## config.mk

```make
export PLATFORM = sky130hd
export DESIGN_NAME = two_class_oldest_first_queue_core_flat
export DESIGN_NICKNAME = d
export VERILOG_FILES = /design/src/hdl/tcofq_pkg.sv /design/src/hdl/tcofq_req_if.sv /design/src/hdl/tcofq_rsp_if.sv /design/src/hdl/two_class_oldest_first_queue_core.sv /design/src/hdl/tcofq_ram.sv /design/src/hdl/tcofq_ctrl.sv /design/src/hdl/tcofq_dp.sv /design/src/flat_wrapper.sv
export SDC_FILE = /design/constraint.sdc
export NUM_CORES = 1
export LEC_CHECK = 0
export BUFFER_PORTS_ARGS = -buffer_cell sky130_fd_sc_hd__clkbuf_2
export CORE_MARGIN = 2
export CORE_UTILIZATION = 56
export DETAILED_ROUTE_END_ITERATION = 8
export PLACE_DENSITY_LB_ADDON = 0.08
export SLEW_MARGIN = 0
export SYNTH_ARGS = -nofsm -noshare
export SYNTH_HDL_FRONTEND = slang
export SYNTH_SLANG_ARGS = --single-unit
```

## constraint.sdc

```tcl
create_clock -name clk -period 3.36 [get_ports clk]
set_input_delay 0.168 -clock clk [delete_from_list [all_inputs] [get_ports clk]]
set_output_delay 0.168 -clock clk [all_outputs]
set_load 0.02 [all_outputs]
```

## src/hdl/tcofq_pkg.sv

```systemverilog
// ----------------------------------------------------------------------------
// tcofq_pkg
// Shared codes and types of the two-class oldest-first queue.
// ----------------------------------------------------------------------------
package tcofq_pkg;

  // Operation codes carried in the kind field
  localparam logic [1:0] KIND_ENQ    = 2'd0;
  localparam logic [1:0] KIND_OLDEST = 2'd1;
  localparam logic [1:0] KIND_CLASS  = 2'd2;
  localparam logic [1:0] KIND_SPARE  = 2'd3;

  // Result status codes
  localparam logic [1:0] STATUS_OK    = 2'd0;
  localparam logic [1:0] STATUS_EMPTY = 2'd1;
  localparam logic [1:0] STATUS_FULL  = 2'd2;

  // Controller states
  typedef enum logic [0:0] {
    ST_IDLE,
    ST_EXEC
  } state_t;

  // Commands from controller to datapath
  typedef struct packed {
    logic capture;  // latch the accepted operation
    logic commit;   // apply the operation and load the result register
  } ctrl_cmd_t;

endpackage

```

## src/hdl/tcofq_req_if.sv

```systemverilog
// ----------------------------------------------------------------------------
// tcofq_req_if
// Operation channel: valid/ready handshake with the operation fields.
// ----------------------------------------------------------------------------
interface tcofq_req_if #(
  parameter int PAYLOAD_BITS = 16
);
  logic                    valid;
  logic                    ready;
  logic [1:0]              kind;
  logic                    target_class;
  logic [PAYLOAD_BITS-1:0] new_payload;

  modport source (output valid, kind, target_class, new_payload, input ready);
  modport sink   (input valid, kind, target_class, new_payload, output ready);
endinterface

```

## src/hdl/tcofq_rsp_if.sv

```systemverilog
// ----------------------------------------------------------------------------
// tcofq_rsp_if
// Result channel: valid/ready handshake with the result fields.
// ----------------------------------------------------------------------------
interface tcofq_rsp_if #(
  parameter int PAYLOAD_BITS = 16
);
  logic                    valid;
  logic                    ready;
  logic [1:0]              status;
  logic                    out_class;
  logic [PAYLOAD_BITS-1:0] out_payload;

  modport source (output valid, status, out_class, out_payload, input ready);
  modport sink   (input valid, status, out_class, out_payload, output ready);
endinterface

```

## src/hdl/two_class_oldest_first_queue_core.sv

```systemverilog
// ----------------------------------------------------------------------------
// two_class_oldest_first_queue_core
// Two class FIFOs with shared arrival stamps and an oldest-first dequeue.
// ----------------------------------------------------------------------------
//
//  Channel  Dir  Modport  Fields
//  -------  ---  -------  ---------------------------------------------
//  req      in   sink     kind, target_class, new_payload
//  rsp      out  source   status, out_class, out_payload
//
//  Steps: the idle state takes an operation while both head entries are
//  read from RAM; the execute state compares stamps, updates the queue and
//  loads the result. A new operation is taken only after the last one has loaded its result.
//  Reset: synchronous; pointers, counts and the stamp clear at once, RAM
//  contents stay undefined and need no clearing pass.
//  Stalls: a waiting result holds in the output register; the next operation
//  is still taken and holds in execute until that register frees.
//
module two_class_oldest_first_queue_core
  import tcofq_pkg::*;
#(
  parameter int QUEUE_DEPTH  = 16,
  parameter int PAYLOAD_BITS = 16,
  parameter int STAMP_BITS   = 8
) (
  input  logic       clk,
  input  logic       rst,
  tcofq_req_if.sink  req,
  tcofq_rsp_if.source rsp
);

  ctrl_cmd_t cmd;

  // controller: handshake on both sides, one operation in flight
  tcofq_ctrl u_ctrl (
    .clk       (clk),
    .rst       (rst),
    .req_valid (req.valid),
    .req_ready (req.ready),
    .rsp_valid (rsp.valid),
    .rsp_ready (rsp.ready),
    .cmd       (cmd)
  );

  // datapath: latch on capture, decide and update on commit
  tcofq_dp #(
    .QUEUE_DEPTH  (QUEUE_DEPTH),
    .PAYLOAD_BITS (PAYLOAD_BITS),
    .STAMP_BITS   (STAMP_BITS)
  ) u_dp (
    .clk          (clk),
    .rst          (rst),
    .cmd          (cmd),
    .kind         (req.kind),
    .target_class (req.target_class),
    .new_payload  (req.new_payload),
    .status       (rsp.status),
    .out_class    (rsp.out_class),
    .out_payload  (rsp.out_payload)
  );

endmodule

```

## src/hdl/tcofq_ram.sv

```systemverilog
// ----------------------------------------------------------------------------
// tcofq_ram
// Simple dual-port RAM, one write port, one registered read port.
// ----------------------------------------------------------------------------
module tcofq_ram #(
  parameter int WIDTH = 24,
  parameter int DEPTH = 16
) (
  input  logic                     clk,
  input  logic                     we,
  input  logic [$clog2(DEPTH)-1:0] waddr,
  input  logic [WIDTH-1:0]         wdata,
  input  logic [$clog2(DEPTH)-1:0] raddr,
  output logic [WIDTH-1:0]         rdata
);

  logic [WIDTH-1:0] mem [DEPTH];

  always_ff @(posedge clk) begin
    if (we) begin
      mem[waddr] <= wdata;
    end
    rdata <= mem[raddr];
  end

endmodule

```

## src/hdl/tcofq_ctrl.sv

```systemverilog
// ----------------------------------------------------------------------------
// tcofq_ctrl
// Controller: operation handshake, execute sequencing, result valid flag.
// ----------------------------------------------------------------------------
module tcofq_ctrl
  import tcofq_pkg::*;
(
  input  logic      clk,
  input  logic      rst,
  input  logic      req_valid,
  output logic      req_ready,
  output logic      rsp_valid,
  input  logic      rsp_ready,
  output ctrl_cmd_t cmd
);

  state_t state, state_next;
  logic   rsp_free;

  // result register can take a new value this cycle
  assign rsp_free = !rsp_valid || rsp_ready;

  always_comb begin
    state_next = state;
    unique case (state)
      ST_IDLE: if (req_valid) state_next = ST_EXEC;
      ST_EXEC: if (rsp_free)  state_next = ST_IDLE;
      default: state_next = ST_IDLE;
    endcase
  end

  always_comb begin
    req_ready   = 1'b0;
    cmd.capture = 1'b0;
    cmd.commit  = 1'b0;
    unique case (state)
      ST_IDLE: begin
        req_ready   = 1'b1;
        cmd.capture = req_valid;
      end
      ST_EXEC: begin
        cmd.commit = rsp_free;
      end
      default: ;
    endcase
  end

  always_ff @(posedge clk) begin
    if (rst) begin
      state     <= ST_IDLE;
      rsp_valid <= 1'b0;
    end else begin
      state <= state_next;
      if (cmd.commit) begin
        rsp_valid <= 1'b1;
      end else if (rsp_ready) begin
        rsp_valid <= 1'b0;
      end
    end
  end

endmodule

```

## src/hdl/tcofq_dp.sv

```systemverilog
// ----------------------------------------------------------------------------
// tcofq_dp
// Datapath: two queues in RAM, pointers, arrival stamp, head compare, result.
// ----------------------------------------------------------------------------
module tcofq_dp
  import tcofq_pkg::*;
#(
  parameter int QUEUE_DEPTH  = 16,
  parameter int PAYLOAD_BITS = 16,
  parameter int STAMP_BITS   = 8
) (
  input  logic                    clk,
  input  logic                    rst,
  input  ctrl_cmd_t               cmd,
  input  logic [1:0]              kind,
  input  logic                    target_class,
  input  logic [PAYLOAD_BITS-1:0] new_payload,
  output logic [1:0]              status,
  output logic                    out_class,
  output logic [PAYLOAD_BITS-1:0] out_payload
);

  localparam int IDX_W   = $clog2(QUEUE_DEPTH);
  localparam int CNT_W   = $clog2(QUEUE_DEPTH + 1);
  localparam int ENTRY_W = PAYLOAD_BITS + STAMP_BITS;

  // latched operation
  logic [1:0]              op_kind;
  logic                    op_class;
  logic [PAYLOAD_BITS-1:0] op_payload;

  logic [STAMP_BITS-1:0]   arrival;

  // per-class views
  logic [ENTRY_W-1:0]      head_entry [2];
  logic [1:0]              has_item;
  logic [1:0]              is_full;
  logic [1:0]              push;
  logic [1:0]              pop;

  // decision
  logic [STAMP_BITS-1:0]   stamp_diff;
  logic                    cat_older;
  logic                    take;
  logic [1:0]              status_d;
  logic                    class_d;
  logic [PAYLOAD_BITS-1:0] payload_d;

  always_ff @(posedge clk) begin
    if (cmd.capture) begin
      op_kind    <= kind;
      op_class   <= target_class;
      op_payload <= new_payload;
    end
  end

  for (genvar c = 0; c < 2; c++) begin : g_queue
    logic [IDX_W-1:0] head;
    logic [IDX_W-1:0] tail;
    logic [CNT_W-1:0] count;

    assign has_item[c] = count != '0;
    assign is_full[c]  = count == CNT_W'(QUEUE_DEPTH);

    tcofq_ram #(
      .WIDTH (ENTRY_W),
      .DEPTH (QUEUE_DEPTH)
    ) u_ram (
      .clk   (clk),
      .we    (cmd.commit && push[c]),
      .waddr (tail),
      .wdata ({op_payload, arrival}),
      .raddr (head),
      .rdata (head_entry[c])
    );

    always_ff @(posedge clk) begin
      if (rst) begin
        head  <= '0;
        tail  <= '0;
        count <= '0;
      end else if (cmd.commit) begin
        if (push[c]) begin
          tail  <= (tail == IDX_W'(QUEUE_DEPTH - 1)) ? '0 : tail + 1'b1;
          count <= count + 1'b1;
        end else if (pop[c]) begin
          head  <= (head == IDX_W'(QUEUE_DEPTH - 1)) ? '0 : head + 1'b1;
          count <= count - 1'b1;
        end
      end
    end
  end

  // cat head older when the modular difference has its top bit set; ties go to dog
  assign stamp_diff = head_entry[1][STAMP_BITS-1:0] - head_entry[0][STAMP_BITS-1:0];
  assign cat_older  = stamp_diff[STAMP_BITS-1];
  assign take       = !has_item[0] ? 1'b1 : (!has_item[1] ? 1'b0 : cat_older);

  always_comb begin
    status_d  = STATUS_OK;
    class_d   = op_class;
    payload_d = '0;
    push      = 2'b00;
    pop       = 2'b00;
    case (op_kind)
      KIND_ENQ: begin
        if (is_full[op_class]) begin
          status_d = STATUS_FULL;
        end else begin
          push[op_class] = 1'b1;
        end
      end
      KIND_OLDEST: begin
        class_d = 1'b0;
        if (has_item == 2'b00) begin
          status_d = STATUS_EMPTY;
        end else begin
          class_d   = take;
          pop[take] = 1'b1;
          payload_d = head_entry[take][ENTRY_W-1:STAMP_BITS];
        end
      end
      default: begin
        // named class dequeue, spare code included
        if (!has_item[op_class]) begin
          status_d = STATUS_EMPTY;
        end else begin
          pop[op_class] = 1'b1;
          payload_d     = head_entry[op_class][ENTRY_W-1:STAMP_BITS];
        end
      end
    endcase
  end

  always_ff @(posedge clk) begin
    if (rst) begin
      arrival <= '0;
    end else if (cmd.commit && push != 2'b00) begin
      arrival <= arrival + 1'b1;
    end
  end

  always_ff @(posedge clk) begin
    if (cmd.commit) begin
      status      <= status_d;
      out_class   <= class_d;
      out_payload <= payload_d;
    end
  end

endmodule

```

## src/flat_wrapper.sv

```systemverilog
// flat-port wrapper written by rule: the top's interface ports become plain ports
module two_class_oldest_first_queue_core_flat import tcofq_pkg::*;
#(
  parameter int QUEUE_DEPTH  = 16,
  parameter int PAYLOAD_BITS = 16,
  parameter int STAMP_BITS   = 8
)
  (clk, rst, req_valid, req_kind, req_target_class, req_new_payload, req_ready, rsp_valid, rsp_status, rsp_out_class, rsp_out_payload, rsp_ready);
  tcofq_req_if #(.PAYLOAD_BITS(PAYLOAD_BITS)) req_i ();
  tcofq_rsp_if #(.PAYLOAD_BITS(PAYLOAD_BITS)) rsp_i ();
  input  logic clk;
  input  logic rst;
  input wire logic [$bits(req_i.valid)-1:0] req_valid;
  input wire logic [$bits(req_i.kind)-1:0] req_kind;
  input wire logic [$bits(req_i.target_class)-1:0] req_target_class;
  input wire logic [$bits(req_i.new_payload)-1:0] req_new_payload;
  output wire logic [$bits(req_i.ready)-1:0] req_ready;
  output wire logic [$bits(rsp_i.valid)-1:0] rsp_valid;
  output wire logic [$bits(rsp_i.status)-1:0] rsp_status;
  output wire logic [$bits(rsp_i.out_class)-1:0] rsp_out_class;
  output wire logic [$bits(rsp_i.out_payload)-1:0] rsp_out_payload;
  input wire logic [$bits(rsp_i.ready)-1:0] rsp_ready;
  assign req_i.valid = req_valid;
  assign req_i.kind = req_kind;
  assign req_i.target_class = req_target_class;
  assign req_i.new_payload = req_new_payload;
  assign req_ready = req_i.ready;
  assign rsp_valid = rsp_i.valid;
  assign rsp_status = rsp_i.status;
  assign rsp_out_class = rsp_i.out_class;
  assign rsp_out_payload = rsp_i.out_payload;
  assign rsp_i.ready = rsp_ready;
  two_class_oldest_first_queue_core #(.QUEUE_DEPTH(QUEUE_DEPTH), .PAYLOAD_BITS(PAYLOAD_BITS), .STAMP_BITS(STAMP_BITS)) u_core (.clk(clk), .rst(rst), .req(req_i), .rsp(rsp_i));
endmodule
```

==> results.py, run 1 <==
metrics = {
    "timing": {
        "slew_viol_final": 0,
        "hold_viol": 0,
        "slew-limit-headroom_pct": 20.3,
        "worstMarginPinSlew_ns": 1.20,
        "worst_slack_ns": 0.735,
        "tns_ns": 0,
        "setup_viol": 0,
        "fin_crit_ns": 2.63,
        "finalClockSkew_ns": 0.0311,
        "max_freq_mhz": 381,
        "rsz0062_at_grt": "no",
        "fin_crit_sh_pct": 78.1,
    },
    "critical_path": {
        "reg2regPathDepth": 9,
        "cp.arrival_ns": 3.15,
        "r2r_slack_ns": 0.73,
        "critPathCapture": "u_core.u_dp.g_queue[1].count[3]",
        "crit_start": "u_core.u_dp.g_queue[0].u_ram.rdata[2]",
        "cp_top_family": "compound AO/OA/AOI/OAI gates",
        "path_cells": "inv_1, ha_1, a21o_1, a31oi_1, o21bai_2, mux2i_4, nor2_2, a21oi_1, o32ai_1",
        "cp-end-kind": "register",
        "path_buf_inv": 1,
        "worst-endpoint-required_ns": 3.88,
        "cp_max_fo": 17,
        "critPathMaxStageDelay_ns": 0.77,
        "cp.depth": 9,
        "r2r-end": "u_core.u_dp.g_queue[1].count[3]",
        "cp_slowest_cell": "nor2_2",
        "cp-start-kind": "register",
        "r2r-start": "u_core.u_dp.g_queue[0].u_ram.rdata[2]",
        "critical_path_class": "reg -> reg",
    },
    "logic_synthesis": {
        "synth_top_cell_by_area": "edfxtp_1",
        "yosys-top-cells-area": "edfxtp_1 (72%), mux4_2 (16%), dfxtp_1 (5.0%), ha_1 (0.86%), nor2_1 (0.58%)",
        "synth_area_sq_um": 33700,
        "async_reset_ff_share_pct": 0,
        "synthTopCellsByCount": "edfxtp_1 (806), mux4_2 (240), dfxtp_1 (84), nor2_1 (52), nand2_1 (28)",
        "netlist_instances": 1491,
        "synth-edff-count": 806,
        "ys_seq_elements": 890,
        "ys_types": 61,
        "synth_most_common_cell": "edfxtp_1",
        "yosysSeqAreaShare_pct": 76.9,
        "synth.avg_cell_area_sq_um": 22.6,
        "yosysWarnings": 0,
        "synth_ff_type": "edfxtp_1",
        "synth_top_area_share_pct": 71.9,
        "syn-num-nets": 1539,
    },
    "clock_network": {
        "cts_buffers": 87,
        "cts_tree": "yes",
        "clock_latency_ns": 0.64,
        "clk_pin_slew_ns": 0.06,
        "root_buffer": "clkbuf_16",
        "cts_resized": 0,
        "clk_path_buf_depth": 3,
        "htreeDepth": 3,
        "clock_sinks": 890,
        "holdBufCountCts": 21,
        "cts_setup_buffers": 0,
    },
    "worst_hold_path": {
        "worst_hold_path.num_cells": 2,
        "hp-class": "in -> reg",
        "hp-start": "req_new_payload[8]",
    },
    "die": {
        "start_util_pct": 56.8,
        "core_sq_um": 59200,
        "io_pins": 44,
        "die_x_um": 249,
        "rows": 89,
        "die_y_um": 249,
        "dieArea_sq_um": 62100,
    },
    "routing": {
        "drt-vias-per-instance": 6.19,
        "num_vias": 15367,
        "route.detailed.drc": 0,
        "routedWlPerCell_um": 28.4,
        "routed_wirelength_mm": 70.6,
        "firstDrtPassIters": 5,
        "antenna_left": 0,
        "drt_iter0_drc": 1562,
    },
    "final_layout": {
        "nets": 1686,
        "drive_above_1_share_pct": 31.2,
        "num_antenna_cells": 0,
        "area.growth.synth_to_final_pct": 14.6,
    },
    "grt": {
        "grt_util_all_layers_pct": 23.6,
        "grt_first_pass_wirelength_mm": 106,
        "grt_max_degree": 64,
        "grt_pass1_vias": 16040,
        "grt_overflow": 0,
        "antenna_found_initial": 0,
    },
    "place": {
        "routabilityCongestion": 0.795,
        "hpwl_mm": 41.0,
        "io_buffers": 43,
        "post-place-ws_ns": 0.759,
    },
    "job": {
        "maxCapViolations": 0,
    },
    "power_and_ir_drop": {
        "leakagePower_uw": 0.0122,
        "peakVddDrop_v": 0.000497,
        "p_per_area_nw_per_um2": 589,
    },
    "outcome": {
        "status": "finished clean",
    },
}
area by class of cell:
type	instances	area, sq um
Sequential cell	890	25900
Inverter	19	71.3
Fill cell	3861	20700
Timing Repair Buffer	128	1190
Clock buffer	121	2370
Multi-Input combinational cell	512	7530
Tap cell	773	967
Clock inverter	41	528
where the power goes:
part           switching [uW]  internal [uW]  leakage [uW]
logic                     328            285       0.00266
registers                 171          12100       0.00814
clock network            4060           5760       0.00141
total                    4560          18200        0.0122
worst min-delay path by stage:
| stage | to |
|---|---|
| final | u_core.u_dp.op_payload[8] |
| after global routing | u_core.u_dp.op_payload[4] |
| after CTS | u_core.u_dp.op_payload[3] |
| after detailed placement | u_core.u_dp.op_payload[3] |
| after global placement | u_core.u_dp.op_payload[3] |
| after floorplan | u_core.u_dp.op_class |
layer usage:
layer / vias up / GRT usage (%) / wire length (um) / part of all wire [%]
met2: 508 / 36.9 / 34200 / 48
li1: 6540 / - / - / -
met5: - / 0 / 0 / 0
met3: 96 / 4.21 / 4280 / 6.1
met4: 0 / 5.78 / 1270 / 1.8
met1: 8223 / 35.2 / 30900 / 44
cell families (layout without fill, tap and decap cells):
kind of cell    after synthesis  in the layout  synth area share, %
flops                       890            890                 76.9
fa+ha+maj                    25             25                0.974
compound gates               72             72                 1.55
buf+inv                      89            309                 1.39
mux                         253            253                 16.5
simple gates                143            143                 2.16
xor+xnor                     19             19                0.494
worst reg2reg max path, stage by stage, from the launching register on:
cell,delay [ns]
dfxtp_1,0.30
inv_1,0.04
ha_1,0.31
a21o_1,0.19
a31oi_1,0.18
o21bai_2,0.17
mux2i_4,0.25
nor2_2,0.77
a21oi_1,0.15
o32ai_1,0.18
through the flow:
step	hold WS (ns)	total power (uW)	cells	instance area (sq um)	utilization (%)
after global routing	0.226	23400	2484	38600	65.1
after floorplan	0.267	12900	1491	33700	-
after detailed placement	0.347	13100	2301	35500	59.8
after global placement	0.344	13100	2301	35500	59.8
after CTS	0.205	22900	2484	38600	65.1
final	0.247	22700	2484	38600	65.1
flip-flops by register name, indices dropped and copies added, names as in the netlist, 2 cells and up:
name / cells
u_core.u_dp.out_payload: 16
u_core.u_dp.op_kind: 2
u_core.u_dp.status: 2
u_core.u_dp.g_queue.tail: 8
u_core.u_dp.op_payload: 16
u_core.u_dp.g_queue.u_ram.mem: 768
u_core.u_dp.g_queue.u_ram.rdata: 48
u_core.u_dp.g_queue.head: 8
u_core.u_dp.g_queue.count: 10
u_core.u_dp.arrival: 8
cells in the final DEF (no fill, tap or decap), types with 12 or more instances in the layout:
| master | count |
|---|---|
| ha_1 | 23 |
| clkbuf_1 | 27 |
| buf_12 | 23 |
| inv_1 | 19 |
| clkinv_2 | 12 |
| dfxtp_1 | 78 |
| nand2_1 | 28 |
| buf_4 | 41 |
| clkbuf_2 | 43 |
| edfxtp_1 | 806 |
| nor2_1 | 28 |
| mux4_2 | 240 |
| nor2_4 | 24 |
| dlygate4sd3_1 | 21 |
| clkbuf_16 | 87 |
| a22o_1 | 16 |
| a21oi_1 | 20 |
Power figures use the tool's default switching activity.
==> run 2, diff against run 1 <==
Settings changed: CORE_UTILIZATION 56 to 62.
Clock period 3.36 ns to 2.5 ns, I/O delays scaled along.
==> run 2 against run 1 <==
Effect of this change: utilization up 8.0 points; design area up 1.8%; clock skew shrank 0.0043 ns; clock-buffer cell count down 3; global-route usage is 2.9 points higher; wire length grew 1.2%; largest cell class unchanged; critical path type unchanged; first-iteration DRC count is 5.4% higher.
==> results.py, run 2 (synthesis results as in run 1) <==
metrics = {
    "outcome": {
        "status": "finished clean",
    },
    "clock_network": {
        "cts_tree": "yes",
        "clock_latency_ns": 0.64,
        "htreeDepth": 3,
        "root_buffer": "clkbuf_16",
        "cts_setup_buffers": 0,
        "clock_sinks": 890,
        "cts_buffers": 88,
        "clk_path_buf_depth": 3,
        "clk_pin_slew_ns": 0.06,
    },
    "routing": {
        "route.detailed.drc": 0,
        "drt_iter0_drc": 1646,
        "routed_wirelength_mm": 71.5,
        "antenna_left": 0,
        "num_vias": 15832,
        "routedWlPerCell_um": 29.1,
        "drt-vias-per-instance": 6.44,
        "firstDrtPassIters": 5,
    },
    "power_and_ir_drop": {
        "intPower_uw": 24800,
        "clkPwrFrac_pct": 44.0,
        "peakVddDrop_v": 0.000674,
        "seqPwrFrac_pct": 53.0,
        "leakagePower_uw": 0.0126,
        "total_power_uw": 31000,
        "p_per_area_nw_per_um2": 791,
        "comb_power_share_pct": 3.0,
        "p_sw_uw": 6210,
        "p_sw_share_pct": 20.0,
    },
    "final_layout": {
        "utilization_pct": 73.1,
        "largest_reg_flops": 768,
        "multi_input_comb_area_sq_um": 7560,
        "design_area_sq_um": 39300,
        "top_regs": "u_core.u_dp.g_queue.u_ram.mem x768, u_core.u_dp.g_queue.u_ram.rdata x48",
        "area.growth.synth_to_final_pct": 16.7,
        "final_cell_mix": "edfxtp_1 (806), mux4_2 (240), clkbuf_16 (91)",
        "layout_commonest_cell": "edfxtp_1",
        "nets": 1734,
        "num_antenna_cells": 0,
        "top_register": "u_core.u_dp.g_queue.u_ram.mem",
        "drive_above_1_share_pct": 34.5,
        "nFillCells": 2954,
        "final_cells": 2457,
        "regArea_sq_um": 25900,
    },
    "critical_path": {
        "r2r-end": "u_core.u_dp.g_queue[1].u_ram.mem[6][13]",
        "critical_path_class": "reg -> reg",
        "reg2regPathDepth": 6,
        "cp_max_fo": 13,
        "r2r-start": "u_core.u_dp.op_class",
        "critPathCapture": "u_core.u_dp.g_queue[1].u_ram.mem[6][13]",
        "worst-endpoint-required_ns": 2.81,
        "cp-end-kind": "register",
        "cp-start-kind": "register",
        "crit_start": "u_core.u_dp.op_class",
        "r2r_slack_ns": 0.09,
        "cp.arrival_ns": 2.71,
    },
    "die": {
        "io_pins": 44,
        "rows": 85,
        "dieArea_sq_um": 56200,
        "die_y_um": 237,
        "die_x_um": 237,
        "core_sq_um": 53700,
        "start_util_pct": 62.7,
    },
    "timing": {
        "fin_crit_ns": 2.41,
        "worstMarginPinSlew_ns": 1.16,
        "hold_viol": 0,
        "setup_viol": 0,
        "finalClockSkew_ns": 0.0268,
        "max_freq_mhz": 416,
        "tns_ns": 0,
        "fin_crit_sh_pct": 96.3,
        "slew_viol_final": 0,
        "slew-limit-headroom_pct": 22.8,
    },
    "place": {
        "numPlacedInstances": 2271,
        "routabilityCongestion": 0.819,
        "hpwl_mm": 41.6,
        "io_buffers": 43,
        "dpl_cell_area_sq_um": 36000,
    },
    "grt": {
        "grt_pass1_vias": 16197,
        "grt_overflow": 0,
        "grt_util_all_layers_pct": 26.4,
        "grt_max_degree": 56,
        "antenna_found_initial": 0,
        "grt_first_pass_wirelength_mm": 106,
    },
    "worst_hold_path": {
        "hp-class": "in -> reg",
        "hp-start": "req_new_payload[5]",
    },
    "job": {
        "maxCapViolations": 0,
    },
}
## run 2: changes by cell type in the layout (fill, tap and decap cells not counted), moves of 8 or more
cell,delta
nor3_2,-8
nor3_4,+8
buf_4,+28
clkbuf_1,-13
buf_12,+19
## run 2: how the worst min path moves through the flow
stage / cells past startpoint / end
2_1_floorplan: 0 / u_core.u_dp.op_class
3_3_place_gp: 1 / u_core.u_dp.op_payload[4]
3_5_place_dp: 1 / u_core.u_dp.op_payload[2]
4_1_cts: 2 / u_core.u_dp.op_payload[7]
5_1_grt: 2 / u_core.u_dp.op_payload[5]
6_report: 2 / u_core.u_dp.op_payload[5]
## run 2: metal layers
layer	global-route usage [%]	vias to the layer above	wire (um)
li1	-	6617	-
met1	39.5	8493	30100
met2	42.3	616	35400
met3	4.00	106	4430
met4	6.41	0	1460
met5	0	-	0
## run 2: worst max-delay path, cell delays in order, from the launching register on
cell and delay, ns:
edfxtp_1 0.46, a21boi_2 0.31, buf_4 0.17, and3_1 0.43, nand2_2 0.25, nor2_4 0.16
buf_4 0.31
## run 2: repair_timing
item / CTS / global route
setup endpoints to repair: 0 / 355
resized for setup: 0 / 14
endpoints found under the hold margin: 22 / 0
hold buffers: 21 / 0
## run 2: layout make-up
class / count / area share, %
timing repair buffer: 175 / 4.54
tap: 696 / 2.22
clock buffer: 118 / 6.39
sequential: 890 / 66.0
multi-input combinational: 512 / 19.3
clock inverter: 47 / 1.44
inverter: 19 / 0.182
## run 2: per-stage QoR
step | setup slack, ns | hold WS (ns)
2_1_floorplan | -0.134 | 0.224
3_3_place_gp | 0.0738 | 0.303
3_5_place_dp | 0.0230 | 0.304
4_1_cts | 0.00539 | 0.160
5_1_grt | -0.00461 | 0.188
6_report | 0.0933 | 0.202
## run 2: power groups by stage
stage	combinational, uW	clock (uW)	sequential, uW
6_report	932	13700	16500
4_1_cts	929	13900	16400
2_1_floorplan	577	0	16700
5_1_grt	1010	14400	16500
3_5_place_dp	898	0	16800
3_3_place_gp	881	0	16800
==> run 3, diff against run 2 <==
Settings changed: SYNTH_HIERARCHICAL set to 1.
==> run 3 against run 2 <==
Effect of this change: register-to-register slack worse by 0.02 ns; sequential share of layout area up 0.61 points; first-iteration DRC count is 13% higher; fmax shrank 0.94%; utilization is 0.52 points lower; power decreased by 3.0%; clock-buffer cell count is 16 higher; worst setup slack lost 0.023 ns; synthesized area is 0.58% lower; clock skew decreased by 0.0034 ns; combinational power fell by 13%; design area shrank 0.91%; critical path type unchanged; critical endpoint is now u_core/u_dp/g_queue[0].head[1]; largest power group unchanged; highest routed layer unchanged.
==> results.py, run 3 <==
metrics = {
    "outcome": {
        "status": "finished clean",
    },
    "place": {
        "io_buffers": 43,
        "hpwl_mm": 39.4,
        "routabilityCongestion": 0.884,
    },
    "logic_synthesis": {
        "syn-num-nets": 1643,
        "synth_ff_type": "edfxtp_1",
        "netlist_instances": 1601,
        "yosysWarnings": 6,
        "synthTopCellsByCount": "edfxtp_1 (806), mux4_2 (192), a22oi_1 (96), dfxtp_1 (84), nand2_1 (81)",
        "async_reset_ff_share_pct": 0,
        "ys_types": 61,
        "synth_most_common_cell": "edfxtp_1",
        "ys_seq_elements": 890,
        "synth_top_area_share_pct": 72.3,
        "synth-edff-count": 806,
        "yosys.area_share.simple_pct": 2.91,
        "synth_compound_area_share_pct": 3.84,
        "yosys-top-cells-area": "edfxtp_1 (72%), mux4_2 (13%), dfxtp_1 (5.0%), a22oi_1 (2.2%), nand2_1 (0.91%)",
        "synth_top_cell_by_area": "edfxtp_1",
        "synth.avg_cell_area_sq_um": 20.9,
        "yosysSeqAreaShare_pct": 77.4,
        "yosys-mux-area-fraction_pct": 13.3,
        "synth_fa_ha_area_share_pct": 0.755,
        "synth_xor_area_share_pct": 0.467,
        "synth_area_sq_um": 33500,
        "synth_top_family_by_area": "multiplexers",
    },
    "clock_network": {
        "clock_latency_ns": 0.64,
        "cts_tree": "yes",
        "clock_sinks": 890,
        "root_buffer": "clkbuf_16",
        "clk_pin_slew_ns": 0.06,
        "clk_path_buf_depth": 3,
        "htreeDepth": 3,
        "cts_buffers": 89,
    },
    "power_and_ir_drop": {
        "leakagePower_uw": 0.0125,
        "p_per_area_nw_per_um2": 774,
        "peakVddDrop_v": 0.000760,
    },
    "timing": {
        "rsz0062_at_grt": "yes",
        "slew_viol_final": 0,
        "finalClockSkew_ns": 0.0234,
        "hold_viol": 0,
        "fin_crit_ns": 2.43,
        "slew-limit-headroom_pct": 21.7,
        "fin_crit_sh_pct": 97.2,
        "tns_ns": 0,
        "setup_viol": 0,
        "max_freq_mhz": 412,
        "worstMarginPinSlew_ns": 1.17,
    },
    "grt": {
        "grt_pass1_vias": 16768,
        "grt_overflow": 0,
        "antenna_found_initial": 0,
        "grt_util_all_layers_pct": 26.9,
        "grt_first_pass_wirelength_mm": 108,
        "grt_max_degree": 65,
    },
    "worst_hold_path": {
        "hp-class": "in -> reg",
    },
    "die": {
        "die_x_um": 236,
        "die_y_um": 236,
        "io_pins": 44,
        "start_util_pct": 62.4,
        "rows": 85,
        "core_sq_um": 53600,
        "dieArea_sq_um": 55800,
    },
    "final_layout": {
        "num_antenna_cells": 0,
        "nets": 1824,
        "drive_above_1_share_pct": 29.6,
        "top_regs": "u_core/u_dp/g_queue.u_ram/mem x768, u_core/u_dp/g_queue.u_ram/rdata x48",
        "top_register": "u_core/u_dp/g_queue.u_ram/mem",
        "layout_commonest_cell": "edfxtp_1",
        "area.growth.synth_to_final_pct": 16.3,
        "largest_reg_flops": 768,
        "final_cell_mix": "edfxtp_1 (806), mux4_2 (192), clkbuf_16 (97)",
        "nFillCells": 3100,
        "utilization_pct": 72.6,
    },
    "critical_path": {
        "cp_slowest_cell": "or4_4",
        "path_buf_inv": 2,
        "path_cells": "or4_4, buf_4, nor2_4, nor3b_1, mux2_4, a211oi_4, buf_12, nand2_4, a31o_1",
        "cp-end-kind": "register",
        "cp-start-kind": "register",
        "critPathMaxStageDelay_ns": 0.58,
        "cp_max_fo": 21,
        "cp_top_family": "simple AND/OR/NAND/NOR gates",
        "cp.arrival_ns": 2.95,
        "critical_path_class": "reg -> reg",
        "worst-endpoint-required_ns": 3.02,
    },
    "job": {
        "maxCapViolations": 0,
    },
    "routing": {
        "antenna_left": 0,
        "drt_iter0_drc": 1864,
        "routed_wirelength_mm": 73.6,
        "route.detailed.drc": 0,
        "firstDrtPassIters": 5,
        "routedWlPerCell_um": 28.8,
        "drt-vias-per-instance": 6.48,
        "num_vias": 16553,
    },
}
==> run 3: cell types whose count changed in the layout (fill, tap and decap cells not counted), sizes merged, moves of 5 or more <==
cell / delta
bufinv: -9
nand2: +52
mux4: -48
clkinv: -6
a22oi: +96
ha: -6
clkbuf: +18
o21ai: +5
buf: -9
==> run 3: report_power, final <==
group / internal [uW] / switching (uW) / total (uW) / leakage (uW)
registers: 16200 / 148 / 16400 / 0.00809
logic: 358 / 450 / 808 / 0.00297
clock network: 7490 / 5410 / 12900 / 0.00141
total: 24100 / 6000 / 30100 / 0.0125
==> run 3: metal layers <==
metal  up-vias  global-route usage [%]  share of wire [%]
met3       107                    4.42                7.9
li1       6980                       -                  -
met1      8757                    39.4                 41
met5         -                       0                  0
met4         0                    8.04                2.3
met2       709                    42.6                 49
==> run 3: logic make-up after synthesis <==
kind of cell | count (synthesis)
buffers and inverters | 92
DFF | 890
xor gates and xnor gates | 17
adders and majority gates | 19
AOI/OAI and AO/OA | 173
muxes | 203
and+or+nand+nor | 207
==> run 3: final cells by class <==
type | instances | area, sq um | area share [%]
Sequential cell | 890 | 25900 | 66.6
Multi-Input combinational cell | 619 | 7410 | 19.0
Clock buffer | 134 | 2670 | 6.87
Timing Repair Buffer | 168 | 1800 | 4.62
Tap cell | 696 | 871 | 2.24
Clock inverter | 32 | 195 | 0.502
Inverter | 14 | 52.6 | 0.135
==> run 3: repair_timing <==
action,4_1_cts,5_1_grt
endpoints found under the hold margin,21,0
pin swaps,0,6
buffers inserted,1,6
gates cloned,0,3
resized for setup,1,19
endpoints found under the setup margin,2,320
hold buffers,21,0
==> run 3: path summary, 6_finish.rpt <==
path	startpoint	endpoint	slack (ns)	cells after the start
hold / removal	rst	u_core/u_dp/arrival[3]	0.09	2
hold reg to reg	u_core/u_dp/g_queue[0].u_ram/rdata[17]	u_core/u_dp/out_payload[9]	0.52	1
setup / recovery	u_core/u_dp/g_queue[1].count[3]	u_core/u_dp/g_queue[0].head[1]	0.07	9
setup reg to reg	u_core/u_dp/g_queue[1].count[3]	u_core/u_dp/g_queue[0].head[1]	0.07	9
==> run 3: stage by stage <==
step / hold WS [ns] / worst slack (ns) / instances / instance area [sq um] / total power (uW)
floorplan: 0.184 / -0.178 / 1601 / 33700 / 17200
global placement: 0.302 / 0.0455 / 2356 / 35600 / 17400
detailed placement: 0.304 / -0.0400 / 2356 / 35600 / 17500
CTS: 0.0669 / 0.00694 / 2544 / 38700 / 30200
global route: 0.119 / -0.0350 / 2553 / 38900 / 31000
finish: 0.0861 / 0.0705 / 2553 / 38900 / 30100
